==> src/sv/quaternion_to_euler_macros.svh <==
// ---------------------------------------------------------------------------
// quaternion_to_euler_macros
// assertion helpers shared by the converter rtl
// ---------------------------------------------------------------------------
`ifndef QUATERNION_TO_EULER_MACROS_SVH
`define QUATERNION_TO_EULER_MACROS_SVH

// same-cycle implication
`define QTE_ASSERT_IMPL(lbl, ante, cons, msg) \
  lbl: assert property (@(posedge clk) disable iff (rst) (ante) |-> (cons)) \
    else $error(msg);

// next-cycle implication
`define QTE_ASSERT_NEXT(lbl, ante, cons, msg) \
  lbl: assert property (@(posedge clk) disable iff (rst) (ante) |=> (cons)) \
    else $error(msg);

`endif

==> src/sv/qte_pkg.sv <==
// ---------------------------------------------------------------------------
// qte_pkg
// types, constants and tables of the quaternion to euler converter
// ---------------------------------------------------------------------------
`default_nettype none

package qte_pkg;

  localparam int CORDIC_STEPS_DEF = 16;
  localparam int ATAN_ENTRIES     = 24;
  localparam int IN_FRAC_BITS     = 14;
  localparam int CW               = 36;
  localparam int AW               = 34;
  localparam int NW               = 31;
  localparam int DW               = 33;
  localparam int RW               = 62;
  localparam int DIV_CELLS        = NW;
  localparam int SQRT_CELLS       = NW;

  localparam logic signed [CW-1:0] ONE = {{(CW-1){1'b0}}, 1'b1} << (2 * IN_FRAC_BITS);
  localparam logic signed [AW-1:0] HALF_TURN   = AW'(64'sd2147483648);
  localparam logic        [31:0]   PI_Q29      = 32'd1686629713;
  localparam logic        [14:0]   ANGLE_LIMIT = 15'd25736;
  localparam logic signed [15:0]   PITCH_LOCK  = 16'sd12868;
  localparam logic signed [25:0]   LOCK_SCALE  = 26'sd20000000;
  localparam logic signed [24:0]   LOCK_BOUND  = 25'sd9999998;

  typedef enum logic [1:0] {
    LOCK_NONE = 2'd0,
    LOCK_POS  = 2'd1,
    LOCK_NEG  = 2'd2
  } lock_t;

  typedef struct packed {
    logic signed [15:0] quat_w;
    logic signed [15:0] quat_x;
    logic signed [15:0] quat_y;
    logic signed [15:0] quat_z;
  } quat_t;

  typedef struct packed {
    logic signed [15:0] yaw_angle;
    logic signed [15:0] pitch_angle;
    logic signed [15:0] roll_angle;
    lock_t              lock_case;
  } euler_t;

  typedef struct packed {
    logic               zero;
    logic signed [CW-1:0] x;
    logic signed [CW-1:0] y;
    logic signed [AW-1:0] ang;
  } cord_t;

  typedef struct packed {
    logic [DW-1:0] norm;
    logic [DW:0]   rem;
    logic [NW-1:0] quo;
    logic          neg;
    logic          nz;
  } div_t;

  typedef struct packed {
    logic [RW-1:0]        v;
    logic [RW-1:0]        res;
    logic signed [NW:0]   s;
  } sqr_t;

  function automatic logic [31:0] atan_turn(input int i);
    case (i)
      0:       return 32'd536870912;
      1:       return 32'd316933406;
      2:       return 32'd167458907;
      3:       return 32'd85004756;
      4:       return 32'd42667331;
      5:       return 32'd21354465;
      6:       return 32'd10679838;
      7:       return 32'd5340245;
      8:       return 32'd2670163;
      9:       return 32'd1335087;
      10:      return 32'd667544;
      11:      return 32'd333772;
      12:      return 32'd166886;
      13:      return 32'd83443;
      14:      return 32'd41722;
      15:      return 32'd20861;
      16:      return 32'd10430;
      17:      return 32'd5215;
      18:      return 32'd2608;
      19:      return 32'd1304;
      20:      return 32'd652;
      21:      return 32'd326;
      22:      return 32'd163;
      23:      return 32'd81;
      default: return 32'd0;
    endcase
  endfunction

  // half-turn prerotation for a vector in the left half plane
  function automatic cord_t cord_pre(input logic signed [CW-1:0] x,
                                     input logic signed [CW-1:0] y);
    cord_t c;
    c.zero = (x == '0) && (y == '0);
    c.x    = x;
    c.y    = y;
    c.ang  = '0;
    if (x < 0) begin
      c.ang = (y >= 0) ? HALF_TURN : -HALF_TURN;
      c.x   = -x;
      c.y   = -y;
    end
    return c;
  endfunction

endpackage

`default_nettype wire

==> src/sv/qte_angle.sv <==
// ---------------------------------------------------------------------------
// qte_angle
// binary angle to q3.13 radians, three register stages
// ---------------------------------------------------------------------------
`default_nettype none

module qte_angle (
  input  logic                           clk,
  input  logic                           en,
  input  logic signed [qte_pkg::AW-1:0]  t,
  output logic signed [15:0]             q
);
  import qte_pkg::*;

  localparam int PW = AW + 32;
  localparam logic [PW-1:0] RND = PW'(1) << 46;

  logic          neg_a;
  logic [AW-1:0] mag_a;
  logic          neg_b;
  logic [PW-1:0] prod_b;
  logic [PW-1:0] rnd;
  logic [PW-48:0] rmag;
  logic [14:0]   lim;
  logic signed [15:0] val;

  always_comb begin
    rnd  = prod_b + RND;
    rmag = rnd[PW-1:47];
    lim  = (rmag > (PW-47)'(ANGLE_LIMIT)) ? ANGLE_LIMIT : rmag[14:0];
    val  = signed'({1'b0, lim});
  end

  always_ff @(posedge clk) begin
    if (en) begin
      neg_a  <= t[AW-1];
      mag_a  <= t[AW-1] ? AW'(-t) : AW'(t);
      neg_b  <= neg_a;
      prod_b <= {32'd0, mag_a} * {{AW{1'b0}}, PI_Q29};
      q      <= neg_b ? -val : val;
    end
  end

endmodule

`default_nettype wire

==> config.mk <==
export PLATFORM = sky130hd
export DESIGN_NAME = qte_angle
export DESIGN_NICKNAME = d
export VERILOG_FILES = /design/src/sv/quaternion_to_euler_macros.svh /design/src/sv/qte_pkg.sv /design/src/sv/qte_angle.sv
export SDC_FILE = /design/constraint.sdc
export NUM_CORES = 1
export LEC_CHECK = 0
export BUFFER_PORTS_ARGS = -buffer_cell sky130_fd_sc_hd__buf_2
export CAP_MARGIN = 20
export CORE_MARGIN = 2
export CORE_UTILIZATION = 50
export CTS_CLUSTER_DIAMETER = 200
export DETAILED_ROUTE_END_ITERATION = 7
export GPL_TIMING_DRIVEN = 0
export PLACE_DENSITY = 0.7
export SLEW_MARGIN = 20
export SYNTH_ARGS = -nofsm -noshare
export SYNTH_HDL_FRONTEND = slang
export SYNTH_SLANG_ARGS = --single-unit
==> constraint.sdc <==
create_clock -name clk -period 17.48 [get_ports clk]
set_input_delay 2.622 -clock clk [delete_from_list [all_inputs] [get_ports clk]]
set_output_delay 2.622 -clock clk [all_outputs]
set_load 0.02 [all_outputs]
Word-level counts from Yosys, hierarchy flattened
Index checks and enable logic that the tools add are counted.
- word-level logic and storage cells: 15
- input bits: 36
- output and inout port bits: 16
- register bits after elaboration: 117
- order comparisons: 1
- multiplexer cells: 3
- add/subtract/negate cells: 3
- $mul: 1
- operators with widths (kind ; count):
    adder 65 x 47 -> 66 bit, second input constant ; 1
    multiplier 34 x 31 -> 65 bit, second input constant ; 1
    negation 34 bit ; 1
    2-to-1 mux 33 bit ; 1
    2-to-1 mux 15 bit ; 2
    > comparator 19 x 15 -> 1 bit, second input constant ; 1
    negation 15 -> 16 bit ; 1

Logic depth before layout (Yosys ltp)
Gate-level depths: netlist (run 1).
- depth after elaboration: 5
- depth in mapped cells: 25
- mapped depth without buffers: 25

Worst setup path after synthesis (run 1)
Ideal clock, no wire load.
- path type: reg-to-reg
- from: register mag_a[14]
- to: register prod_b[64], data pin
- path buffers: 0
- period minus slack after synthesis: 6863 ps
- data required time: 17220 ps
- data arrival time: 6603 ps
- library setup time: 260 ps
- cell stages (with the launch flop): 24
- setup slack: 10617 ps
- cells stage by stage: edfxtp_1 inv_1 fa_1 fa_1 fa_1 inv_1 ha_1 inv_1 fa_1 inv_1 fa_1 fa_1 ha_1 ha_1 and3_1 o2111ai_1 or4_1 a311oi_1 nor3_1 a21oi_2 o21a_1 a21oi_1 a211o_1 xnor2_1
- longest elaborated chain between the ends: 1
- ends and longest elaborated chain (item ; line ; source):
    start, declared ; qte_angle.sv:19 ; logic [AW-1:0] mag_a;
    start signal, assigned ; qte_angle.sv:37 ; mag_a <= t[AW-1] ? AW'(-t) : AW'(t);
    multiplier 34 x 31 -> 65 bit ; qte_angle.sv:39 ; prod_b <= {32'd0, mag_a} * {{AW{1'b0}}, PI_Q29};
    end signal, assigned ; qte_angle.sv:39 ;
    end, declared ; qte_angle.sv:21 ; logic [PW-1:0] prod_b;
No other way between the ends.
A chain may end at the register's enable or synchronous reset.

Worst setup path in the final report (run 1)
- from: register mag_a[17]
- to: register prod_b[63], data pin
Same word-level chain as after synthesis.

==> results.py, run 1 <==
metrics = {
    "timing": {
        "setup_viol": 0,
        "layout_setup_ws_ns": 9.165,
        "slew_violations": 0,
        "timing.fmax_mhz": 120.3,
        "finalCritPeriodShare": 0.4757,
        "worst_slew_pin_slew_ns": 1.161,
        "period_needed_ns": 8.315,
        "grt_setup_unrepaired": "no",
        "relSlewSlack": 0.2200,
        "finClkSkew_ns": 0.009998,
        "finalSetupTns_ns": 0,
        "finalHoldViolations": 0,
    },
    "route": {
        "ant_nets": 0,
        "vias": 13140,
        "viasPerCell": 5.246,
        "dr.first_iter.drc_count": 862,
        "dr.pass1.iters": 5,
        "totalWireLength_um": 46560,
        "route.detailed.drc": 0,
        "wl_per_cell_um": 18.60,
    },
    "floorplanning": {
        "ioPinCount": 52,
        "initial_core_util": 0.5034,
        "die_h_um": 203.3,
        "die_area_mm2": 0.04134,
        "core_mm2": 0.03946,
        "num_rows": 73,
        "die_x_um": 203.3,
    },
    "critical_path": {
        "worstSetupStartpointType": "flop",
        "cp.required_ns": 17.59,
        "end_kind": "flop",
        "crit_chain": "ha_1, inv_1, fa_1, inv_1, fa_1, inv_1, fa_1, fa_1, fa_1, inv_1, ha_1, ha_1, ha_1, clkbuf_1, a21oi_1, nand4_1, nor3_1, a21oi_2, o21a_1, a211o_1, a21oi_1, xnor2_1",
        "crit_type": "flop to flop",
        "cpMostUsedCell": "fa_1",
        "slowest_delay_ns": 0.96,
        "cp_max_fo": 10,
        "slowest_stage": "nor3_1",
        "cp.arrival_ns": 8.43,
    },
    "layout": {
        "antenna_cells": 0,
        "register_area_mm2": 0.002132,
        "area.growth.synth_to_final_pct": 6.362,
        "multi_input_area_mm2": 0.01541,
        "fillers": 3504,
        "nets": 2773,
        "drive_gt1_frac": 0.04598,
    },
    "grt": {
        "grt_pass1_wl_um": 74650,
        "grtUsageTotal": 0.2363,
        "grt_pass1_vias": 14240,
        "gr-total-overflow": 0,
        "antenna_found_initial": 1,
        "grt_start_max_net_pins": 56,
    },
    "clock_network": {
        "insertion_delay_ns": 0.37,
        "cts-resized-gates": 0,
        "numCtsBuffers": 9,
        "cts_hold_buffers": 0,
        "root_buffer": "clkbuf_16",
        "clockBufferDepth": 2,
        "clock-sinks": 71,
        "cts_tree": "yes",
        "cts_max_level": 3,
        "clk_pin_slew_ns": 0.06,
        "cts_setup_buffers": 0,
    },
    "yosys": {
        "synthFlopType": "edfxtp_1",
        "avgSynthCellArea_um2": 10.39,
        "synth_seq_cells": 71,
        "seq_area_frac_synth": 0.1073,
        "async_flop_share": 0,
        "syn-instance-count": 1911,
        "syn_nets": 2710,
        "synth-edff-count": 71,
        "synth_area_mm2": 0.01986,
        "synthDistinctLibCells": 64,
        "yosys_warnings": 0,
    },
    "hold_path": {
        "hold_path_class": "flop to flop",
    },
    "flow_run": {
        "maxCapViolCount": 0,
    },
    "placed_design": {
        "dp_slack_ns": 9.169,
        "portBuffers": 51,
        "dpl.hpwl_um": 41610,
        "gp_congestion": 0.9912,
    },
    "status": {
        "status": "complete, no violations",
    },
}
## through the flow
stage,std cells,util,instance area (um2),hold WS [ns]
2_1_floorplan,1911,-,19860,0.4003
3_5_place_dp,2488,0.5273,20810,0.6246
5_1_grt,2504,0.5355,21130,0.6275
4_1_cts,2504,0.5355,21130,0.6536
6_report,2504,0.5355,21130,0.6469
3_3_place_gp,2487,0.5265,20780,0.6183
## cells in the final DEF, fill, tap and decap left out, types with 7 or more instances in the layout
master,count
inv_1,596
ha_1,389
fa_1,374
edfxtp_1,71
xnor2_1,59
buf_2,57
nand2_1,56
a21oi_1,52
o21ai_0,36
xor2_1,27
nor2_1,27
a21o_1,24
nand3_1,19
nand4_1,14
nor3_1,14
o31ai_1,12
and3_1,11
a211oi_1,10
clkbuf_16,9
clkbuf_1,8
o21a_1,7
o2111ai_1,7
nand2b_1,7
## sequential cells by signal, indices dropped and copies added (netlist names)
signal	count
prod_b	19
neg_b	1
neg_a	1
q	16
mag_a	34
## critical path: cells and delay by family (launching register included)
family	cells	cell delay, ns
fa+ha+maj	9	3.98
simple gates	2	1.13
xor+xnor	1	0.09
compound gates	5	1.62
flops	1	0.66
buf+inv	5	0.54
## final timing paths
path	slack, ns	endpoint	cells after the start	from
setup / recovery	9.16	prod_b[63]	22	mag_a[17]
hold / removal	0.65	neg_b	0	neg_a
setup reg to reg	9.16	prod_b[63]	22	mag_a[17]
hold reg to reg	0.65	neg_b	0	neg_a
## cell families after synthesis
family,synth area share
and+or+nand+nor,0.05026
muxes,0.001512
buffers and inverters,0.1167
DFF,0.1073
AOI/OAI and AO/OA,0.06431
xor gates and xnor gates,0.03792
adders and majority gates,0.6219
## Yosys cell counts, types with 3 or more instances
library cell / instances / area share
o21a_1: 7 / 0.0026
buf_2: 7 / 0.0018
ha_1: 389 / 0.25
nor3b_1: 4 / 0.0015
a211o_1: 3 / 0.0013
o21bai_1: 3 / 0.0011
nor2_1: 27 / 0.0051
inv_1: 596 / 0.11
o211ai_1: 5 / 0.0019
mux2i_1: 3 / 0.0015
nor3_1: 14 / 0.0035
o31ai_1: 12 / 0.0045
a221oi_1: 4 / 0.0018
and4_1: 4 / 0.0018
a21oi_1: 52 / 0.013
xnor2_1: 59 / 0.026
a211oi_1: 10 / 0.0038
xor2_1: 27 / 0.012
nand4_1: 14 / 0.0044
nand3_1: 19 / 0.0048
o21ai_0: 36 / 0.0091
a21o_1: 24 / 0.0091
and3_1: 11 / 0.0035
o31a_1: 3 / 0.0013
o2111ai_1: 7 / 0.0031
fa_1: 374 / 0.38
nand2_1: 56 / 0.011
nor4_1: 3 / 0.00094
nand2b_1: 7 / 0.0022
nor2b_1: 6 / 0.0019
or4_1: 4 / 0.0015
clkbuf_1: 7 / 0.0013
edfxtp_1: 71 / 0.11
## per-layer routing
metal / vias to the layer above / track usage / part of all wire
li1: 6139 / - / -
met2: 311 / 0.3865 / 0.48
met5: - / 0 / 0
met1: 6623 / 0.3233 / 0.45
met3: 63 / 0.04187 / 0.055
met4: 0 / 0.06882 / 0.024
## final cells by class
class	count	area share
timing repair buffer	52	0.01350
clock inverter	6	0.004382
multi-input combinational	1227	0.7295
buffer	16	0.003672
tap	525	0.03109
clock buffer	10	0.01084
sequential	71	0.1009
inverter	597	0.1061
Power of run 1 is not shown: default switching activity piles up to over one toggle a cycle in this logic, so the estimate is an artifact.
==> run 2, diff against run 1 <==
==> constraint.sdc (replaced) <==
create_clock -name clk -period 7.7 [get_ports clk]
set_input_delay 1.155 -clock clk [delete_from_list [all_inputs] [get_ports clk]]
set_output_delay 1.155 -clock clk [all_outputs]
set_load 0.02 [all_outputs]
==> run 2 against run 1 <==
Cell area up 3.1%. Critical path type unchanged. Global-route usage grew 0.75 points. Clock skew down 0.0018 ns. Final cell count is 2.7% higher. Critical endpoint is now prod_b[59]. Clock-buffer cell count unchanged.
==> results.py, run 2 (synthesis gave the netlist of run 1 again) <==
metrics = {
    "floorplanning": {
        "core_mm2": 0.03946,
        "die_x_um": 203.3,
        "die_h_um": 203.3,
        "ioPinCount": 52,
        "num_rows": 73,
        "initial_core_util": 0.5034,
        "die_area_mm2": 0.04134,
    },
    "status": {
        "status": "complete, no violations",
    },
    "grt": {
        "grtUsageTotal": 0.2438,
        "grt_pass1_wl_um": 76800,
        "gr-total-overflow": 0,
        "antenna_found_initial": 0,
        "grt_start_max_net_pins": 56,
        "grt_pass1_vias": 14610,
    },
    "critical_path": {
        "worstSetupStartpointType": "flop",
        "reg2reg_slack_ns": 0.19,
        "cp.arrival_ns": 7.72,
        "r2r-end": "prod_b[59]",
        "crit_type": "flop to flop",
        "slowest_stage": "or4_4",
        "rr_worst_depth": 27,
        "cp_max_fo": 6,
        "slowest_delay_ns": 0.55,
        "end_kind": "flop",
        "reg2reg_from": "mag_a[15]",
        "cp.required_ns": 7.91,
    },
    "layout": {
        "antenna_cells": 0,
        "largest-register": "mag_a",
        "largest_reg_flops": 34,
        "drive_gt1_frac": 0.08260,
        "nets": 2840,
        "top_regs": "mag_a: 34 flops, prod_b: 19 flops, q: 16 flops",
        "area.growth.synth_to_final_pct": 9.637,
        "final_common_cell": "inv_1",
        "instances_no_fill": 2571,
        "fin_util": 0.5519,
        "stdcell_area_mm2": 0.02178,
        "final_cell_mix": "593 x inv_1, 386 x ha_1, 374 x fa_1, 71 x edfxtp_1, 65 x buf_4",
    },
    "placed_design": {
        "dpl.cell_count": 2488,
        "portBuffers": 51,
        "placed_cell_area_mm2": 0.02081,
        "gp_congestion": 0.9912,
        "dpl.hpwl_um": 41610,
    },
    "timing": {
        "worst_slew_pin_slew_ns": 0.8036,
        "finalSetupTns_ns": 0,
        "finalCritPeriodShare": 0.9758,
        "period_needed_ns": 7.514,
        "grt_setup_unrepaired": "no",
        "setup_viol": 0,
        "slew_violations": 0,
        "finClkSkew_ns": 0.008243,
        "timing.fmax_mhz": 133.1,
        "relSlewSlack": 0.4597,
        "finalHoldViolations": 0,
    },
    "route": {
        "vias": 13530,
        "ant_nets": 0,
        "totalWireLength_um": 48110,
        "dr.pass1.iters": 5,
        "viasPerCell": 5.264,
        "wl_per_cell_um": 18.71,
        "dr.first_iter.drc_count": 864,
        "route.detailed.drc": 0,
    },
    "clock_network": {
        "root_buffer": "clkbuf_16",
        "cts_hold_buffers": 0,
        "clk_pin_slew_ns": 0.06,
        "cts_tree": "yes",
        "clockBufferDepth": 2,
        "insertion_delay_ns": 0.37,
        "numCtsBuffers": 9,
        "clock-sinks": 71,
        "cts_max_level": 3,
    },
    "flow_run": {
        "maxCapViolCount": 0,
    },
    "hold_path": {
        "min_to": "neg_b",
        "hold_path_depth": 0,
        "hold_path_class": "flop to flop",
        "worstHoldStart": "neg_a",
    },
}
run 2: changes by cell type in the layout (fill, tap and decap cells not counted), sizes merged:
| cell | before | now |
|---|---|---|
| clkinvlp | 2 | 5 |
| buf | 60 | 128 |
| clkbuf | 18 | 17 |
| inv | 599 | 596 |
run 2: per-layer routing:
metal / GRT usage / vias to the layer above / share of wire
met1: 0.3297 / 6832 / 0.43
li1: - / 6278 / -
met5: 0 / - / 0
met3: 0.04554 / 61 / 0.067
met2: 0.3988 / 362 / 0.48
met4: 0.07638 / 0 / 0.028
run 2: how the worst max path moves through the flow:
stage	from	depth (start not counted)	endpoint	slack [ns]
after floorplan	mag_a[14]	23	prod_b[64]	0.84
after global placement	mag_a[15]	23	prod_b[64]	-0.43
after detailed placement	mag_a[17]	23	prod_b[61]	-0.61
after CTS	mag_a[14]	24	prod_b[64]	0.05
after global routing	mag_a[15]	25	prod_b[59]	0.008
final	mag_a[15]	27	prod_b[59]	0.19
run 2: cell type report:
class | instances | area (um2)
buffer | 15 | 73.82
clock buffer | 10 | 229.0
clock inverter | 6 | 92.59
fill | 3433 | 17680
inverter | 597 | 2252
multi-input combinational | 1227 | 15500
sequential | 71 | 2132
tap | 525 | 656.9
timing repair buffer | 120 | 845.8
run 2: worst max-delay path: cells and delay by family, from the launching register on:
| kind | cells | cell delay [ns] |
|---|---|---|
| fa+ha+maj | 9 | 3.90 |
| xor+xnor | 1 | 0.17 |
| flops | 1 | 0.43 |
| compound gates | 5 | 1.09 |
| simple gates | 4 | 1.09 |
| buf+inv | 8 | 0.66 |
run 2: metrics by stage:
stage	hold WS, ns	worst slack [ns]
2_1_floorplan	0.4003	0.8369
3_3_place_gp	0.6183	-0.4328
3_5_place_dp	0.6246	-0.6110
4_1_cts	0.6536	0.04728
5_1_grt	0.6398	0.007862
6_report	0.6754	0.1863
run 2: what timing repair did:
action                                  CTS  global route
pin swaps                                 0             3
resized for setup                         6             9
gates cloned                              0             0
endpoints found under the setup margin   13             7
buffers inserted                         60             8
Power of run 2 is left out for the same reason.
==> run 3, diff against run 2 <==
--- a/config.mk
+++ b/config.mk
@@ -13,6 +13,7 @@
 export DETAILED_ROUTE_END_ITERATION = 7
 export GPL_TIMING_DRIVEN = 0
 export PLACE_DENSITY = 0.7
+export SKIP_LAST_GASP = 1
 export SLEW_MARGIN = 20
 export SYNTH_ARGS = -nofsm -noshare
 export SYNTH_HDL_FRONTEND = slang
==> constraint.sdc (replaced) <==
create_clock -name clk -period 7.5 [get_ports clk]
set_input_delay 1.125 -clock clk [delete_from_list [all_inputs] [get_ports clk]]
set_output_delay 1.125 -clock clk [all_outputs]
set_load 0.02 [all_outputs]
==> run 3 against run 2 <==
Final cell count increased by 1.1%. Critical path depth decreased by 3. Clock skew increased by 0.00081 ns. Non-clock buffer count increased by 29. Highest routed layer unchanged. Register-to-register slack got worse by 0.04 ns. Routed wire length increased by 2.4%. Sequential share of layout area decreased by 0.26 points. Fmax increased by 2.2%. Largest cell class unchanged.
==> results.py, run 3 (synthesis gave the netlist of run 1 again) <==
metrics = {
    "critical_path": {
        "reg2reg_slack_ns": 0.15,
        "cp.required_ns": 7.61,
        "r2r-end": "prod_b[64]",
        "cp.arrival_ns": 7.46,
        "rr_worst_depth": 24,
        "worstSetupStartpointType": "flop",
        "crit_type": "flop to flop",
        "cp_max_fo": 5,
        "reg2reg_from": "mag_a[14]",
        "end_kind": "flop",
    },
    "clock_network": {
        "cts_max_level": 3,
        "numCtsBuffers": 9,
        "cts_tree": "yes",
        "clock-sinks": 71,
        "clockBufferDepth": 2,
        "insertion_delay_ns": 0.37,
        "clk_pin_slew_ns": 0.06,
        "root_buffer": "clkbuf_16",
    },
    "route": {
        "wl_per_cell_um": 18.95,
        "viasPerCell": 5.252,
        "ant_nets": 0,
        "dr.pass1.iters": 5,
        "vias": 13650,
        "route.detailed.drc": 0,
        "dr.first_iter.drc_count": 852,
        "totalWireLength_um": 49270,
    },
    "timing": {
        "slew_violations": 0,
        "finalCritPeriodShare": 0.9799,
        "finClkSkew_ns": 0.009054,
        "relSlewSlack": 0.4692,
        "setup_viol": 0,
        "timing.fmax_mhz": 136.1,
        "period_needed_ns": 7.350,
        "finalHoldViolations": 0,
        "finalSetupTns_ns": 0,
        "worst_slew_pin_slew_ns": 0.7894,
    },
    "layout": {
        "antenna_cells": 0,
        "area.growth.synth_to_final_pct": 12.62,
        "nets": 2869,
        "final_common_cell": "inv_1",
        "instances_no_fill": 2600,
        "fin_util": 0.5670,
        "drive_gt1_frac": 0.1186,
        "largest-register": "mag_a",
        "top_regs": "mag_a: 34 flops, prod_b: 19 flops, q: 16 flops",
        "final_cell_mix": "589 x inv_1, 363 x ha_1, 360 x fa_1, 89 x buf_4, 71 x edfxtp_1",
        "largest_reg_flops": 34,
    },
    "floorplanning": {
        "core_mm2": 0.03946,
        "initial_core_util": 0.5034,
        "die_h_um": 203.3,
        "die_area_mm2": 0.04134,
        "num_rows": 73,
        "ioPinCount": 52,
        "die_x_um": 203.3,
    },
    "grt": {
        "grt_pass1_wl_um": 76830,
        "grt_start_max_net_pins": 56,
        "gr-total-overflow": 0,
        "grt_pass1_vias": 14610,
        "grtUsageTotal": 0.2439,
        "antenna_found_initial": 0,
    },
    "hold_path": {
        "hold_path_depth": 0,
        "hold_path_class": "flop to flop",
        "worstHoldStart": "neg_a",
        "min_to": "neg_b",
    },
    "placed_design": {
        "gp_congestion": 0.9912,
        "dpl.hpwl_um": 41610,
        "portBuffers": 51,
        "dpl.cell_count": 2488,
    },
    "flow_run": {
        "maxCapViolCount": 0,
    },
    "status": {
        "status": "complete, no violations",
    },
}
run 3: routing by layer:
layer / global-route usage / share of wire / wire length (um)
met2: 0.3985 / 0.48 / 23800
met5: 0 / 0 / 0
met1: 0.3303 / 0.43 / 20970
met3: 0.04554 / 0.064 / 3174
met4: 0.07638 / 0.027 / 1330
run 3: repair_timing:
item	in CTS	in global routing
endpoints found under the setup margin	14	11
pin swaps	1	44
buffers inserted	62	35
gates resized for setup	9	62
hold buffers	0	0
run 3: how the worst max path moves through the flow:
stage,to,slack [ns],cells after the start,from
5_1_grt,prod_b[64],-0.06,24,mag_a[4]
3_3_place_gp,prod_b[64],-0.63,23,mag_a[15]
2_1_floorplan,prod_b[64],0.64,23,mag_a[14]
6_report,prod_b[64],0.15,24,mag_a[14]
3_5_place_dp,prod_b[61],-0.81,23,mag_a[17]
4_1_cts,prod_b[64],0.02,24,mag_a[14]
run 3: final cells by class:
type	count	area, um2
plain buffers	15	73.82
clock buffers	10	229.0
clock inverters	6	92.59
inverters	597	2262
flip-flops and latches	71	2132
well taps	525	656.9
fillers	3350	17090
multi-input cells	1227	15840
repair buffers	149	1082
run 3: through the flow:
step	setup slack (ns)	hold slack, ns	area (um2)
2_1_floorplan	0.6369	0.4003	19860
4_1_cts	0.01638	0.6536	21680
3_3_place_gp	-0.6328	0.6183	20780
5_1_grt	-0.06009	0.6398	22370
6_report	0.1505	0.6790	22370
3_5_place_dp	-0.8110	0.6246	20810
run 3: critical path: stages, from the launching register on:
cell and delay, ns:
edfxtp_1 0.44, buf_4 0.18, ha_1 0.31, inv_1 0.06, fa_1 0.49, inv_1 0.06
fa_1 0.49, inv_1 0.05, fa_1 0.48, inv_1 0.06, fa_1 0.48, fa_1 0.54
fa_1 0.48, ha_1 0.35, ha_4 0.31, and4_4 0.24, nand3_2 0.11, or4_4 0.47
a311oi_4 0.37, nor3_4 0.14, a21oi_4 0.24, o21a_1 0.21, a21oi_2 0.07, a211o_1 0.31
xnor2_1 0.12
Power of run 3 is left out for the same reason.
